### src/sv/xcfd_pkg.sv
// Shared constants and types for the XOR-checked frame deframer.
// No dependencies; the interfaces and the top level import this package.
package xcfd_pkg;

  localparam int unsigned PAYLOAD_BYTES_DEF = 4;
  localparam int unsigned WORD_BYTES        = 4;
  localparam int unsigned BYTE_W            = 8;
  localparam int unsigned WORD_W            = WORD_BYTES * BYTE_W;
  localparam int unsigned APB_DATA_W        = 32;
  localparam int unsigned APB_ADDR_W        = 4;

  localparam logic [BYTE_W-1:0] HEADER_FIRST_RST  = 8'hAA;
  localparam logic [BYTE_W-1:0] HEADER_SECOND_RST = 8'h55;
  localparam logic [BYTE_W-1:0] TYPE_BYTE_RST     = 8'h01;
  localparam logic [BYTE_W-1:0] TAIL_BYTE_RST     = 8'h0D;

  // Register index, taken from paddr[3:2].
  typedef enum logic [1:0] {
    REG_HEADER_FIRST  = 2'd0,
    REG_HEADER_SECOND = 2'd1,
    REG_TYPE_BYTE     = 2'd2,
    REG_TAIL_BYTE     = 2'd3
  } reg_idx_t;

  typedef enum logic [5:0] {
    PH_HUNT    = 6'b000001,
    PH_SECOND  = 6'b000010,
    PH_TYPE    = 6'b000100,
    PH_PAYLOAD = 6'b001000,
    PH_CHECK   = 6'b010000,
    PH_TAIL    = 6'b100000
  } phase_t;

endpackage

### src/sv/xcfd_rx_if.sv
// Byte channel into the deframer: valid/ready handshake plus one received byte.
// Depends on xcfd_pkg for the byte width.
interface xcfd_rx_if import xcfd_pkg::*; ();
  logic              valid;
  logic              ready;
  logic [BYTE_W-1:0] rx_byte;

  modport source (output valid, output rx_byte, input ready);
  modport sink   (input valid, input rx_byte, output ready);
endinterface

### src/sv/xcfd_word_if.sv
// Payload channel out of the deframer: valid/ready handshake plus one word.
// Depends on xcfd_pkg for the word width.
interface xcfd_word_if import xcfd_pkg::*; ();
  logic              valid;
  logic              ready;
  logic [WORD_W-1:0] payload_word;

  modport source (output valid, output payload_word, input ready);
  modport sink   (input valid, input payload_word, output ready);
endinterface

### src/sv/xor_checked_frame_deframer.sv
// XOR-checked frame deframer, top level. Uses xcfd_pkg, xcfd_rx_if, xcfd_word_if.
// Frame format: header_first, header_second, type_byte, PAYLOAD_BYTES payload
// bytes, XOR checksum of the payload, tail_byte.
//
// The block takes one received byte per clock on rx while rx.ready is high and
// parses it at once: the phase register, the payload counter, the running XOR
// and the payload bytes are updated at the edge that accepts the byte. A
// finished frame is written, at the edge that accepts the tail byte, into the
// output register (word.valid), or into its skid entry while that is full. The
// sustained rate is one byte per clock; rx.ready drops only when both the
// output register and its skid entry hold words not yet taken. A header or
// type mismatch returns to the hunt (the offending byte is not retested as a
// first header), a checksum mismatch or a wrong tail drops the frame without
// a word. The payload word carries the first payload byte in bits 7:0; with
// fewer than four payload bytes the upper bytes are zero, with more only the
// first four are delivered while all of them enter the checksum. Registers
// (APB, byte address 4*index): 0 header_first, 1 header_second, 2 type_byte,
// 3 tail_byte; write them only while the block is idle.
module xor_checked_frame_deframer
  import xcfd_pkg::*;
#(
  parameter int unsigned PAYLOAD_BYTES = PAYLOAD_BYTES_DEF
) (
  input  logic                  clk,
  input  logic                  rst,
  xcfd_rx_if.sink               rx,
  xcfd_word_if.source           word,
  input  logic                  psel,
  input  logic                  penable,
  input  logic                  pwrite,
  input  logic [APB_ADDR_W-1:0] paddr,
  input  logic [APB_DATA_W-1:0] pwdata,
  output logic [APB_DATA_W-1:0] prdata,
  output logic                  pready
);

  // Bytes that reach the payload word, and counter width over a whole payload.
  localparam int unsigned EMIT_BYTES = (PAYLOAD_BYTES < WORD_BYTES) ? PAYLOAD_BYTES
                                                                    : WORD_BYTES;
  localparam int unsigned CNT_W      = (PAYLOAD_BYTES > 1) ? $clog2(PAYLOAD_BYTES) : 1;
  localparam logic [CNT_W-1:0] CNT_LAST = CNT_W'(PAYLOAD_BYTES - 1);

  // ---------------------------------------------------------------------------
  // Configuration registers
  // ---------------------------------------------------------------------------
  logic [BYTE_W-1:0] header_first;
  logic [BYTE_W-1:0] header_second;
  logic [BYTE_W-1:0] type_byte;
  logic [BYTE_W-1:0] tail_byte;
  reg_idx_t          reg_idx;
  logic              cfg_wr;

  assign pready  = 1'b1;
  assign reg_idx = reg_idx_t'(paddr[3:2]);
  assign cfg_wr  = psel && penable && pwrite && pready;

  always_ff @(posedge clk) begin
    if (rst) begin
      header_first  <= HEADER_FIRST_RST;
      header_second <= HEADER_SECOND_RST;
      type_byte     <= TYPE_BYTE_RST;
      tail_byte     <= TAIL_BYTE_RST;
    end else if (cfg_wr) begin
      case (reg_idx)
        REG_HEADER_FIRST:  header_first  <= pwdata[BYTE_W-1:0];
        REG_HEADER_SECOND: header_second <= pwdata[BYTE_W-1:0];
        REG_TYPE_BYTE:     type_byte     <= pwdata[BYTE_W-1:0];
        REG_TAIL_BYTE:     tail_byte     <= pwdata[BYTE_W-1:0];
        default: ;
      endcase
    end
  end

  // Read back the register at the decoded index, zero-extended.
  always_comb begin
    case (reg_idx)
      REG_HEADER_FIRST:  prdata = APB_DATA_W'(header_first);
      REG_HEADER_SECOND: prdata = APB_DATA_W'(header_second);
      REG_TYPE_BYTE:     prdata = APB_DATA_W'(type_byte);
      REG_TAIL_BYTE:     prdata = APB_DATA_W'(tail_byte);
      default:           prdata = '0;
    endcase
  end

  // ---------------------------------------------------------------------------
  // Parser state
  // ---------------------------------------------------------------------------
  phase_t            phase, phase_next;
  logic [CNT_W-1:0]  cnt, cnt_next;
  logic [BYTE_W-1:0] run_xor, run_xor_next;
  logic [BYTE_W-1:0] store [EMIT_BYTES];
  logic [WORD_W-1:0] packed_word;
  logic              skid_valid;
  logic              in_acc;
  logic              push;
  logic [BYTE_W-1:0] b;

  // Stall input only when both output slots are taken.
  assign rx.ready = !skid_valid;
  assign in_acc   = rx.valid && rx.ready;
  assign b        = rx.rx_byte;

  always_comb begin
    phase_next   = phase;
    cnt_next     = cnt;
    run_xor_next = run_xor;
    push         = 1'b0;
    if (in_acc) begin
      case (phase)
        PH_HUNT:   phase_next = (b == header_first)  ? PH_SECOND : PH_HUNT;
        PH_SECOND: phase_next = (b == header_second) ? PH_TYPE   : PH_HUNT;
        PH_TYPE: begin
          if (b == type_byte) begin
            phase_next   = PH_PAYLOAD;
            cnt_next     = '0;
            run_xor_next = '0;
          end else begin
            phase_next = PH_HUNT;
          end
        end
        PH_PAYLOAD: begin
          // Accumulate the checksum; advance to the check after the last byte.
          run_xor_next = run_xor ^ b;
          if (cnt == CNT_LAST) begin
            cnt_next   = '0;
            phase_next = PH_CHECK;
          end else begin
            cnt_next = cnt + 1'b1;
          end
        end
        PH_CHECK: begin
          if (b == run_xor) begin
            phase_next = PH_TAIL;
          end else begin
            phase_next   = PH_HUNT;
            run_xor_next = '0;
          end
        end
        PH_TAIL: begin
          // Good tail delivers the word; a bad one drops the frame silently.
          run_xor_next = '0;
          phase_next   = PH_HUNT;
          push         = (b == tail_byte);
        end
        default: begin
          phase_next   = PH_HUNT;
          cnt_next     = '0;
          run_xor_next = '0;
        end
      endcase
    end
  end

  always_ff @(posedge clk) begin
    if (rst) begin
      phase   <= PH_HUNT;
      cnt     <= '0;
      run_xor <= '0;
    end else begin
      phase   <= phase_next;
      cnt     <= cnt_next;
      run_xor <= run_xor_next;
    end
  end

  // Payload bytes beyond the delivered word are only checksummed, not kept.
  always_ff @(posedge clk) begin
    for (int k = 0; k < EMIT_BYTES; k++) begin
      if (in_acc && phase == PH_PAYLOAD && cnt == CNT_W'(k)) begin
        store[k] <= b;
      end
    end
  end

  // First payload byte lands in the low byte; missing bytes read as zero.
  always_comb begin
    packed_word = '0;
    for (int k = 0; k < EMIT_BYTES; k++) begin
      packed_word[k*BYTE_W +: BYTE_W] = store[k];
    end
  end

  // ---------------------------------------------------------------------------
  // Output register with one skid entry
  // ---------------------------------------------------------------------------
  logic [WORD_W-1:0] skid_word;
  logic              out_valid;
  logic [WORD_W-1:0] out_word;
  logic              pop;
  logic [WORD_W-1:0] new_word;

  assign pop  = out_valid && word.ready;
  // Bytes written this cycle are not yet in the store, so the tail byte never
  // overlaps a payload write: the packed store is already complete here.
  assign new_word = packed_word;

  always_ff @(posedge clk) begin
    if (rst) begin
      out_valid  <= 1'b0;
      skid_valid <= 1'b0;
    end else if (pop) begin
      if (skid_valid) begin
        out_valid  <= 1'b1;
        skid_valid <= 1'b0;
      end else begin
        out_valid <= push;
      end
    end else if (push) begin
      if (!out_valid) begin
        out_valid <= 1'b1;
      end else begin
        skid_valid <= 1'b1;
      end
    end
  end

  always_ff @(posedge clk) begin
    if (pop) begin
      out_word <= skid_valid ? skid_word : new_word;
    end else if (push) begin
      if (!out_valid) begin
        out_word <= new_word;
      end else begin
        skid_word <= new_word;
      end
    end
  end

  assign word.valid        = out_valid;
  assign word.payload_word = out_word;

  // ---------------------------------------------------------------------------
  // Assertions
  // ---------------------------------------------------------------------------
  a_skid_behind_out : assert property (@(posedge clk) disable iff (rst)
    skid_valid |-> out_valid)
    else $error("skid entry holds a word while the output register is empty");

  a_word_from_tail : assert property (@(posedge clk) disable iff (rst)
    $rose(word.valid) |-> $past(in_acc && phase == PH_TAIL))
    else $error("word appeared without an accepted tail byte");

  a_cnt_idle : assert property (@(posedge clk) disable iff (rst)
    (phase != PH_PAYLOAD) |-> (cnt == '0))
    else $error("payload counter nonzero outside the payload phase");

  a_xor_clear_in_header : assert property (@(posedge clk) disable iff (rst)
    (phase == PH_HUNT || phase == PH_SECOND || phase == PH_TYPE) |-> (run_xor == '0))
    else $error("running checksum not cleared before a new frame");

endmodule

### src/flat_wrapper.sv
// flat-port wrapper written by rule: the top's interface ports become plain ports
module xor_checked_frame_deframer_flat import xcfd_pkg::*;
#(
  parameter int unsigned PAYLOAD_BYTES = PAYLOAD_BYTES_DEF
)
  (clk, rst, psel, penable, pwrite, paddr, pwdata, prdata, pready, rx_valid, rx_rx_byte, rx_ready, word_valid, word_payload_word, word_ready);
  xcfd_rx_if rx_i ();
  xcfd_word_if word_i ();
  input  logic clk;
  input  logic rst;
  input  logic psel;
  input  logic penable;
  input  logic pwrite;
  input  logic [APB_ADDR_W-1:0] paddr;
  input  logic [APB_DATA_W-1:0] pwdata;
  output logic [APB_DATA_W-1:0] prdata;
  output logic pready;
  input wire logic [$bits(rx_i.valid)-1:0] rx_valid;
  input wire logic [$bits(rx_i.rx_byte)-1:0] rx_rx_byte;
  output wire logic [$bits(rx_i.ready)-1:0] rx_ready;
  output wire logic [$bits(word_i.valid)-1:0] word_valid;
  output wire logic [$bits(word_i.payload_word)-1:0] word_payload_word;
  input wire logic [$bits(word_i.ready)-1:0] word_ready;
  assign rx_i.valid = rx_valid;
  assign rx_i.rx_byte = rx_rx_byte;
  assign rx_ready = rx_i.ready;
  assign word_valid = word_i.valid;
  assign word_payload_word = word_i.payload_word;
  assign word_i.ready = word_ready;
  xor_checked_frame_deframer #(.PAYLOAD_BYTES(PAYLOAD_BYTES)) u_core (.clk(clk), .rst(rst), .rx(rx_i), .word(word_i), .psel(psel), .penable(penable), .pwrite(pwrite), .paddr(paddr), .pwdata(pwdata), .prdata(prdata), .pready(pready));
endmodule
### config.mk
export PLATFORM = sky130hd
export DESIGN_NAME = xor_checked_frame_deframer_flat
export DESIGN_NICKNAME = d
export VERILOG_FILES = /design/src/sv/xcfd_pkg.sv /design/src/sv/xcfd_rx_if.sv /design/src/sv/xcfd_word_if.sv /design/src/sv/xor_checked_frame_deframer.sv /design/src/flat_wrapper.sv
export SDC_FILE = /design/constraint.sdc
export NUM_CORES = 1
export LEC_CHECK = 0
export ABC_AREA = 1
export ABC_CLOCK_PERIOD_IN_PS = 8600
export BUFFER_PORTS_ARGS = -buffer_cell sky130_fd_sc_hd__buf_4
export CELL_PAD_IN_SITES_DETAIL_PLACEMENT = 1
export CELL_PAD_IN_SITES_GLOBAL_PLACEMENT = 2
export CORE_MARGIN = 5
export CORE_UTILIZATION = 30
export CTS_BUF_LIST = sky130_fd_sc_hd__clkbuf_2
export DETAILED_ROUTE_END_ITERATION = 6
export PLACE_DENSITY = 0.69
export SYNTH_ARGS = -nofsm -noshare
export SYNTH_HDL_FRONTEND = slang
export SYNTH_SLANG_ARGS = --single-unit
### constraint.sdc
create_clock -name clk -period 8.6 [get_ports clk]
set_clock_uncertainty 0.15 [all_clocks]
set_input_delay 2.15 -clock clk [delete_from_list [all_inputs] [get_ports clk]]
set_output_delay 2.15 -clock clk [all_outputs]
set_load 0.03 [all_outputs]
# After elaboration in Yosys (flattened, before gate mapping)
# Memory sizes are Yosys's and may differ from the RTL's.
# Index checks and enable logic that the tools add are counted.
[totals]
reg_bits = 114
out_inout_bits = 67
mem_count = 1
inputBits = 51
ram_bits = 32
word_cells = 106
[memory_table]
columns = ["memory", "depth", "word_bits", "rd", "rd_clocked_by_memory_dff", "wr", "line", "text"]
rows = [
  ["u_core.store", 4, 8, 4, 0, 1, "xor_checked_frame_deframer.sv:91", "logic [BYTE_W-1:0] store [EMIT_BYTES];"],
]
[op_classes]
bitwise_logic = 4
n_addsub = 1
muxes = 39
eq_ne = 21
reduce_logical = 29
[op_table]
columns = ["op", "n"]
rows = [
  ["$mux W32", 4],
  ["$pmux W32 S4", 1],
  ["$eq A8 B8 Y1", 5],
  ["$mux W8", 5],
  ["$pmux W8 S4", 1],
  ["$pmux W6 S5", 1],
  ["$reduce_or A8 Y1", 3],
  ["$mux W1", 16],
  ["$reduce_and A2 Y1", 7],
  ["$mux W2", 6],
  ["$mux W6", 2],
  ["$logic_and A1 B1 Y1", 9],
  ["$eq A2 B2 Y1 const B", 4],
  ["$xor A8 B8 Y8", 1],
  ["$eq A6 B1 Y1 const B", 1],
  ["$eq A6 B2 Y1 const B", 1],
  ["$eq A6 B3 Y1 const B", 1],
  ["$eq A6 B4 Y1 const B", 1],
  ["$eq A6 B5 Y1 const B", 1],
  ["$eq A6 B6 Y1 const B", 1],
  ["$pmux W2 S3", 1],
  ["$reduce_and A3 Y1", 2],
  ["$eq A2 B1 Y1 const B", 2],
  ["$logic_not A2 Y1", 2],
  ["other kinds (11)", 16],
]

# Longest topological paths before layout
# Gate-level depths: netlist of the first run.
[depth]
ltp_word = 10
depth_mapped = 11
mapped_depth_nobuf = 10

# Worst setup path before layout of the first run
# OpenSTA, ideal clock, no wires.
[synth_path]
path_type = "input port to flip-flop"
start = "in rx_valid"
end = "reg u_core.out_word[0], in the netlist u_core.word.payload_word[0] (enable)"
path_buffers = 0
slack_ns = 2.918
arrival_time_ns = 5.066
stages = 8
cell_sequence = "nand2_1 -> inv_1 -> o21ai_0 -> nor2_1 -> nand3_1 -> nor2_1 -> nand2_1 -> o21ai_0"
[synth_via]
elab_chain_len = 4
[synth_rtl]
columns = ["item", "line", "text"]
rows = [
  ["from (decl)", "flat_wrapper.sv:18", "input wire logic [$bits(rx_i.valid)-1:0] rx_valid;"],
  ["$logic_and A1 B1 Y1", "xor_checked_frame_deframer.sv:100", "assign in_acc = rx.valid && rx.ready;"],
  ["$mux W1", "xor_checked_frame_deframer.sv:108", "if (in_acc) begin"],
  ["$reduce_bool A2 Y1 (no source line)", "--", ""],
  ["$reduce_and A2 Y1 (no source line)", "--", ""],
  ["to (signal assigned)", "xor_checked_frame_deframer.sv:219", "out_word <= skid_valid ? skid_word : new_word;"],
  ["to (signal assigned)", "xor_checked_frame_deframer.sv:222", "out_word <= new_word;"],
  ["to (decl)", "xor_checked_frame_deframer.sv:188", "logic [WORD_W-1:0] out_word;"],
]
# Every way passes these cells.
# A chain may end at the register's enable or synchronous reset.

# Final worst setup path of the first run
[layout_path]
start = "in paddr[2]"
end = "out prdata[1]"
[layout_via]
elab_chain_len = 2
elab_cells_between_ends = 5
cone_classes = "eq/ne: 3; mux: 1; reduce/logical: 1"
[layout_rtl]
columns = ["item", "line", "text"]
rows = [
  ["from (decl)", "flat_wrapper.sv:14", "input logic [APB_ADDR_W-1:0] paddr;"],
  ["$eq A2 B2 Y1, or another cell as far along", "xor_checked_frame_deframer.sv:76", "case (reg_idx)"],
  ["$pmux W32 S4 (*)", "xor_checked_frame_deframer.sv:76", ""],
  ["to (decl)", "flat_wrapper.sv:16", "output logic [APB_DATA_W-1:0] prdata;"],
]
# Mark *: on every way between the ends. The rest lies on a longest branch, timed or not. The select of a mux whose other input is x is not followed.

==> qor.csv, run 1 <==
stage;metric;value;unit
global_route;grt_pass1_vias;4889;
global_route;grt_overflow;0;
timing;slew_violations;0;
detailed_routing;wl;17.0;mm
synthesis;async_flop_share;0;
synthesis;yosys-top-cells-count;148 x nand2_1, 96 x edfxtp_1, 58 x nor2_1;
timing;final_hold_viol_count;0;
detailed_routing;postRouteAntennaNets;0;
cts;clock-root-buffer;clkbuf_2;
final_layout;fill_cells;2463;
floorplanning;start_util;0.303;
final_layout;nets;756;
setup_path;crit_slowest_cell;nor2_2;
setup_path;cp_cell_sequence;buf_4 -> inv_1 -> nor2_2 -> inv_2 -> o2111ai_1 -> buf_4;
cts;cts_tree;done;
final_layout;antenna_cells;0;
setup_path;worst_r2r_path_depth;5;
setup_path;end_kind;output port;
timing;rsz0062_at_grt;false;
timing;post-route-min-period;5.57;ns
setup_path;crit_fanout;7;
pwr;leakage;0.00295;uW
synthesis;yosysSeqAreaShare;0.591;
global_route;grt.total_usage;0.140;
synthesis;synthTopCellsByArea;edfxtp_1 44%, dfxtp_1 15%, nand2_1 8.5%, mux2_2 5.5%, nor2_1 3.3%;
timing;worst_pin_slew;0.996;ns
timing;setup_ws;3.03;ns
cts;cts.sinks;146;
final_layout;drive_gt1_frac;0.234;
floorplanning;die_area;25000;um^2
setup_path;path_class;input pin to output port;
floorplanning;dieHeight;158;um
pwr;ir_drop;0.0767;mV
global_route;grt_max_degree;48;
global_route;grt_pass1_wl;26.9;mm
timing;fin_setup_tns;0;ns
timing;period_share;0.648;
hold_path;hold_path.class;flip-flop to flip-flop;
final_layout;area_growth;13.3;%
detailed_routing;num_vias;4508;
cts;htreeDepth;4;
synthesis;syn_avg_cell_area;10.4;um^2
floorplanning;num_rows;54;
cts;ctsLongestPathBuffers;2;
detailed_routing;drt_pass1_iterations;5;
setup_path;crit_required;6.30;ns
timing;relSlewSlack;0.334;
detailed_routing;drtIter0Drc;172;
floorplanning;placeableCoreArea;21700;um^2
cts;cts_setup_buffers;0;
status;status;finished clean;
setup_path;critical_path.top_delay_family;buffers and inverters;
detailed_routing;wl_per_cell;17.1;um
place;pre_cts_slack;3.00;ns
setup_path;worst_path_most_repeated_cell;buf_4;
setup_path;cp-start-kind;input pin;
synthesis;synth_top_area_share;0.439;
detailed_routing;vias_per_cell;4.54;
hold_path;hold_path_end;u_core.skid_word[21];
setup_path;reg2reg_slack;5.97;ns
detailed_routing;post-route-drc-count;0;
setup_path;cp.arrival;3.27;ns
synthesis;synth_edf_count;96;
setup_path;critPathBufInv;4;
synthesis;ys.flop_type;edfxtp_1;
timing;setup_viol;0;
setup_path;r2r-end;u_core.store[1][3];
cts;cts-hold-fix-buffers;0;
hold_path;min_path_cells;0;
floorplanning;ios;118;
synthesis;synth_area_leader_cell;edfxtp_1;
cts;clkLatencyLatePin;0.76;ns
pwr;power_density;174;nW/um^2
place;port-buffer-count;66;
place;gp_congestion;0.780;
global_route;antenna_found_initial;0;
setup_path;reg2reg_from;u_core.phase[5];
cts;clk_pin_slew;0.28;ns
synthesis;syn-cell-area;6570;um^2
floorplanning;die-width;158;um
synthesis;ys_ff_latch;146;
flow_run;cap_violations;0;
hold_path;min_from;u_core.store[2][5];
setup_path;crit_path_max_incr_delay;0.36;ns
place;dpl.hpwl;12.3;mm
synthesis;synthCells;632;
synthesis;ys_warn_count;0;
cts;cts_resized;0;
cts;numCtsBuffers;17;
synthesis;ys_types;38;
synthesis;yosysMostFrequentCell;nand2_1;
timing;fmax;0.180;GHz
[power breakdown]
| group | internal [uW] | switching [uW] |
|---|---|---|
| logic | 40.5 | 91.3 |
| clock network | 95.8 | 308 |
| registers | 752 | 8.17 |
[logic make-up (layout without fill, tap and decap cells)]
family	after synthesis	count (layout)	synth area share
flip-flops	146	146	0.591
AND/OR/NAND/NOR	265	265	0.178
XOR/XNOR	24	24	0.0343
buffers and inverters	106	165	0.0868
other	2	25	0.00114
multiplexers	32	32	0.0548
adder cells (fa/ha/maj)	4	4	0.00762
AO/OA/AOI/OAI	53	53	0.0461
[final cells by class]
class | count | area [um^2] | share of cell area
Clock buffer | 17 | 85.1 | 0.0114
Clock inverter | 15 | 158 | 0.0212
Inverter | 63 | 236 | 0.0318
Multi-Input combinational cell | 403 | 2210 | 0.297
Sequential cell | 146 | 3880 | 0.522
Tap cell | 280 | 350 | 0.0470
Timing Repair Buffer | 70 | 526 | 0.0706
[state kept, by name, summed over array words and instances (netlist names)]
signal,count
u_core.tail_byte,8
u_core.skid_valid,1
u_core.skid_word,32
u_core.store,32
u_core.run_xor,8
u_core.word.payload_word,32
u_core.phase,6
u_core.type_byte,8
u_core.word.valid,1
u_core.header_second,8
u_core.cnt,2
u_core.header_first,8
[metrics by stage]
stage	instance area [um^2]	util	total power, uW	cells	hold WS [ns]
4_1_cts	7450	0.343	1320	994	0.293
6_report	7450	0.343	1300	994	0.305
3_5_place_dp	7200	0.332	908	962	0.282
5_1_grt	7450	0.343	1370	994	0.311
2_1_floorplan	6660	-	875	655	0.270
3_3_place_gp	7200	0.332	903	962	0.278
[worst max-delay path by stage]
| stage | startpoint | endpoint | depth (start not counted) | slack, ns |
|---|---|---|---|---|
| floorplan | rx_valid | u_core.word.payload_word[0] | 8 | 2.92 |
| global route | paddr[2] | prdata[1] | 6 | 2.95 |
| finish | paddr[2] | prdata[1] | 6 | 3.03 |
| global placement | paddr[3] | prdata[1] | 5 | 2.98 |
| CTS | paddr[2] | prdata[1] | 6 | 3.00 |
| detailed placement | paddr[2] | prdata[1] | 6 | 3.00 |
[per-layer routing]
metal	global-route usage	share of wire	up-vias
met2	0.241	0.49	81
met5	0	0	-
met3	0.0342	0.041	14
li1	-	-	2194
met4	0.0366	0.010	0
met1	0.178	0.46	2219
[layout by cell type (no fill, tap or decap), types with 4 or more instances in the layout]
cell and n:
a21oi_1 14, buf_4 70, clkbuf_2 17, conb_1 25
dfxtp_1 50, edfxtp_1 96, ha_1 4, inv_1 54
inv_2 8, inv_8 6, mux2_2 32, nand2_1 148
nand3_1 23, nand4_1 15, nor2_1 57, nor2_2 10
o2111ai_1 5, o211ai_1 4, o21ai_0 21, o21ai_1 4
xnor2_1 19
[worst reg2reg max path, cell delays in order (launching register included)]
cell	delay, ns
dfxtp_1	0.42
nor2_2	0.22
nand4_2	0.20
inv_1	0.36
nand2_1	0.18
nor2_1	0.79
Power figures use the tool's default switching activity.
==> run 2, diff against run 1 <==
--- a/config.mk
+++ b/config.mk
@@ -5,8 +5,8 @@
 export SDC_FILE = /design/constraint.sdc
 export NUM_CORES = 1
 export LEC_CHECK = 0
-export ABC_AREA = 1
-export ABC_CLOCK_PERIOD_IN_PS = 8600
+export ABC_AREA = 0
+export ABC_CLOCK_PERIOD_IN_PS = 5800
 export BUFFER_PORTS_ARGS = -buffer_cell sky130_fd_sc_hd__buf_4
 export CELL_PAD_IN_SITES_DETAIL_PLACEMENT = 1
 export CELL_PAD_IN_SITES_GLOBAL_PLACEMENT = 2
@@ -14,7 +14,7 @@
 export CORE_UTILIZATION = 30
 export CTS_BUF_LIST = sky130_fd_sc_hd__clkbuf_2
 export DETAILED_ROUTE_END_ITERATION = 6
-export PLACE_DENSITY = 0.69
+export PLACE_DENSITY = 0.65
 export SYNTH_ARGS = -nofsm -noshare
 export SYNTH_HDL_FRONTEND = slang
 export SYNTH_SLANG_ARGS = --single-unit
==> constraint.sdc (replaced) <==
create_clock -name clk -period 5.8 [get_ports clk]
set_clock_uncertainty 0.15 [all_clocks]
set_input_delay 1.45 -clock clk [delete_from_list [all_inputs] [get_ports clk]]
set_output_delay 1.45 -clock clk [all_outputs]
set_load 0.03 [all_outputs]
==> run 2 against run 1 <==
Net effect:
- critical path type unchanged
- utilization grew 0.30 points
- area after synthesis is 1.8% lower
- largest cell class unchanged
- final area down 1.9%
- critical path depth shrank 3
- count of clock-buffer cells in the layout increased by 1
- largest power group unchanged
- clock power rose by 58%
- die area decreased by 1.7%
==> qor.csv, run 2 <==
stage;metric;value;unit
pwr;pwr-share-seq;0.593;
synthesis;synthCells;482;
place;pre_cts_slack;1.74;ns
pwr;p_comb_frac;0.065;
synthesis;synthTopCellsByArea;edfxtp_1 45%, dfxtp_1 16%, mux2_2 5.8%, mux2i_1 5.1%, xnor2_1 3.8%;
floorplanning;dieHeight;157;um
cts;ctsLongestPathBuffers;2;
pwr;power_density;255;nW/um^2
final_layout;final_core_util;0.346;
final_layout;fill_cells;2295;
timing;final_hold_viol_count;0;
global_route;grt_pass1_wl;22.5;mm
floorplanning;start_util;0.306;
cts;cts_tree;done;
final_layout;area_growth;13.3;%
global_route;grt_max_degree;34;
detailed_routing;post-route-drc-count;0;
setup_path;crit_required;4.20;ns
final_layout;stdcell_area;7300;um^2
timing;rsz0062_at_grt;false;
detailed_routing;drtIter0Drc;105;
global_route;antenna_found_initial;1;
timing;fmax;0.247;GHz
setup_path;crit_fanout;11;
cts;clk_pin_slew;0.24;ns
synthesis;syn-cell-area;6450;um^2
setup_path;crit_path_max_incr_delay;0.58;ns
cts;cts_resized;0;
cts;cts_setup_buffers;0;
timing;period_share;0.698;
pwr;leakage;0.00266;uW
final_layout;layout_common_cells;96 x edfxtp_1, 69 x buf_4, 50 x dfxtp_1;
flow_run;cap_violations;0;
cts;clkLatencyLatePin;0.68;ns
place;dpl.hpwl;9.92;mm
cts;cts.sinks;146;
pwr;switching_share;0.252;
timing;post-route-min-period;4.05;ns
synthesis;async_flop_share;0;
timing;worst_pin_slew;1.05;ns
place;gp_congestion;0.724;
pwr;p_sw;471;uW
cts;clock-root-buffer;clkbuf_2;
synthesis;ys_ff_latch;146;
setup_path;cp.arrival;2.45;ns
detailed_routing;num_vias;3786;
final_layout;final_common_cell;edfxtp_1;
setup_path;end_kind;output port;
timing;setup_viol;0;
timing;relSlewSlack;0.293;
global_route;grt_pass1_vias;4068;
synthesis;ys_warn_count;0;
floorplanning;placeableCoreArea;21100;um^2
pwr;ir_drop;0.116;mV
synthesis;ys_types;47;
synthesis;ys.flop_type;edfxtp_1;
synthesis;yosysMostFrequentCell;edfxtp_1;
floorplanning;die_area;24500;um^2
synthesis;synth_area_leader_cell;edfxtp_1;
final_layout;nets;595;
timing;slew_violations;0;
synthesis;yosys-top-cells-count;96 x edfxtp_1, 50 x dfxtp_1, 38 x nor2_1;
status;status;finished clean;
floorplanning;ios;118;
synthesis;synth_top_area_share;0.447;
detailed_routing;vias_per_cell;4.57;
hold_path;hold_path.class;flip-flop to flip-flop;
setup_path;worst_path_most_repeated_cell;buf_4;
timing;setup_ws;1.75;ns
synthesis;syn_avg_cell_area;13.4;um^2
synthesis;yosysSeqAreaShare;0.602;
floorplanning;num_rows;53;
pwr;p_clk_frac;0.342;
cts;htreeDepth;4;
timing;holdWs;0.304;ns
timing;fin_setup_tns;0;ns
pwr;intPower;1390;uW
global_route;grt.total_usage;0.119;
detailed_routing;drt_pass1_iterations;4;
detailed_routing;wl_per_cell;17.2;um
detailed_routing;wl;14.2;mm
detailed_routing;postRouteAntennaNets;0;
setup_path;cp_cell_sequence;buf_4 -> mux4_2 -> buf_4;
setup_path;crit_slowest_cell;mux4_2;
cts;cts-hold-fix-buffers;0;
final_layout;drive_gt1_frac;0.278;
synthesis;synth_edf_count;96;
cts;numCtsBuffers;17;
place;port-buffer-count;66;
setup_path;path_class;input pin to output port;
floorplanning;die-width;157;um
setup_path;cp-start-kind;input pin;
place;place_area;7030;um^2
global_route;grt_overflow;0;
-- run 2: cell count changes after synthesis, sizes merged, moves of 8 or more --
cell	before	now
inv	62	14
mux2i	0	33
xnor2	21	32
a21oi	14	4
o41ai	0	8
mux4	0	8
nand3	26	4
o21ai	27	8
nand2	152	28
nor2	69	39
-- run 2: path summary, 6_finish.rpt --
check | from | endpoint | slack (ns) | cells past startpoint
worst max-delay path | paddr[2] | prdata[4] | 1.75 | 3
worst min-delay path | u_core.store[1][6] | u_core.skid_word[14] | 0.30 | 0
worst max register to register | u_core.phase[1] | u_core.word.payload_word[7] | 3.20 | 6
worst min register to register | u_core.store[1][6] | u_core.skid_word[14] | 0.30 | 0
-- run 2: cell families (layout without fill, tap and decap cells) --
group	count (synthesis)	in the layout	synth area share
AOI/OAI and AO/OA	36	36	0.0386
xor gates and xnor gates	42	42	0.0617
adders and majority gates	4	4	0.00776
buffers and inverters	67	115	0.0654
DFF	146	146	0.602
muxes	74	74	0.137
other	2	26	0.00116
and+or+nand+nor	111	111	0.0863
-- run 2: critical path: cells and delay by family --
family | cells | cell delay (ns)
buffers and inverters | 2 | 0.42
muxes | 1 | 0.58
-- run 2: per-stage QoR --
step	cells	total power, uW
floorplan	505	1220
global placement	796	1250
detailed placement	796	1250
CTS	828	1900
global route	829	1960
finish	829	1860
-- run 2: power groups by stage --
stage	sequential [uW]	clock (uW)	combinational, uW
floorplan	1130	0	98.0
global placement	1130	0	121
detailed placement	1130	0	122
CTS	1110	669	123
global route	1110	720	131
finish	1110	638	121
-- run 2: final cells by class --
type                       count  area [um^2]  share of cell area
sequential                   146         3880               0.532
multi-input combinational    292         2240               0.306
timing repair buffer          69          518              0.0709
tap                          275          344              0.0471
clock inverter                14          178              0.0243
clock buffer                  18         90.1              0.0123
inverter                      14         52.6             0.00719
antenna                        1         2.50            0.000343
-- run 2: layer usage --
| layer | GRT usage | wire (um) | part of all wire |
|---|---|---|---|
| met3 | 0.0346 | 741 | 0.052 |
| met5 | 0 | 0 | 0 |
| met2 | 0.198 | 6720 | 0.47 |
| met4 | 0.0302 | 155 | 0.011 |
| met1 | 0.154 | 6600 | 0.46 |
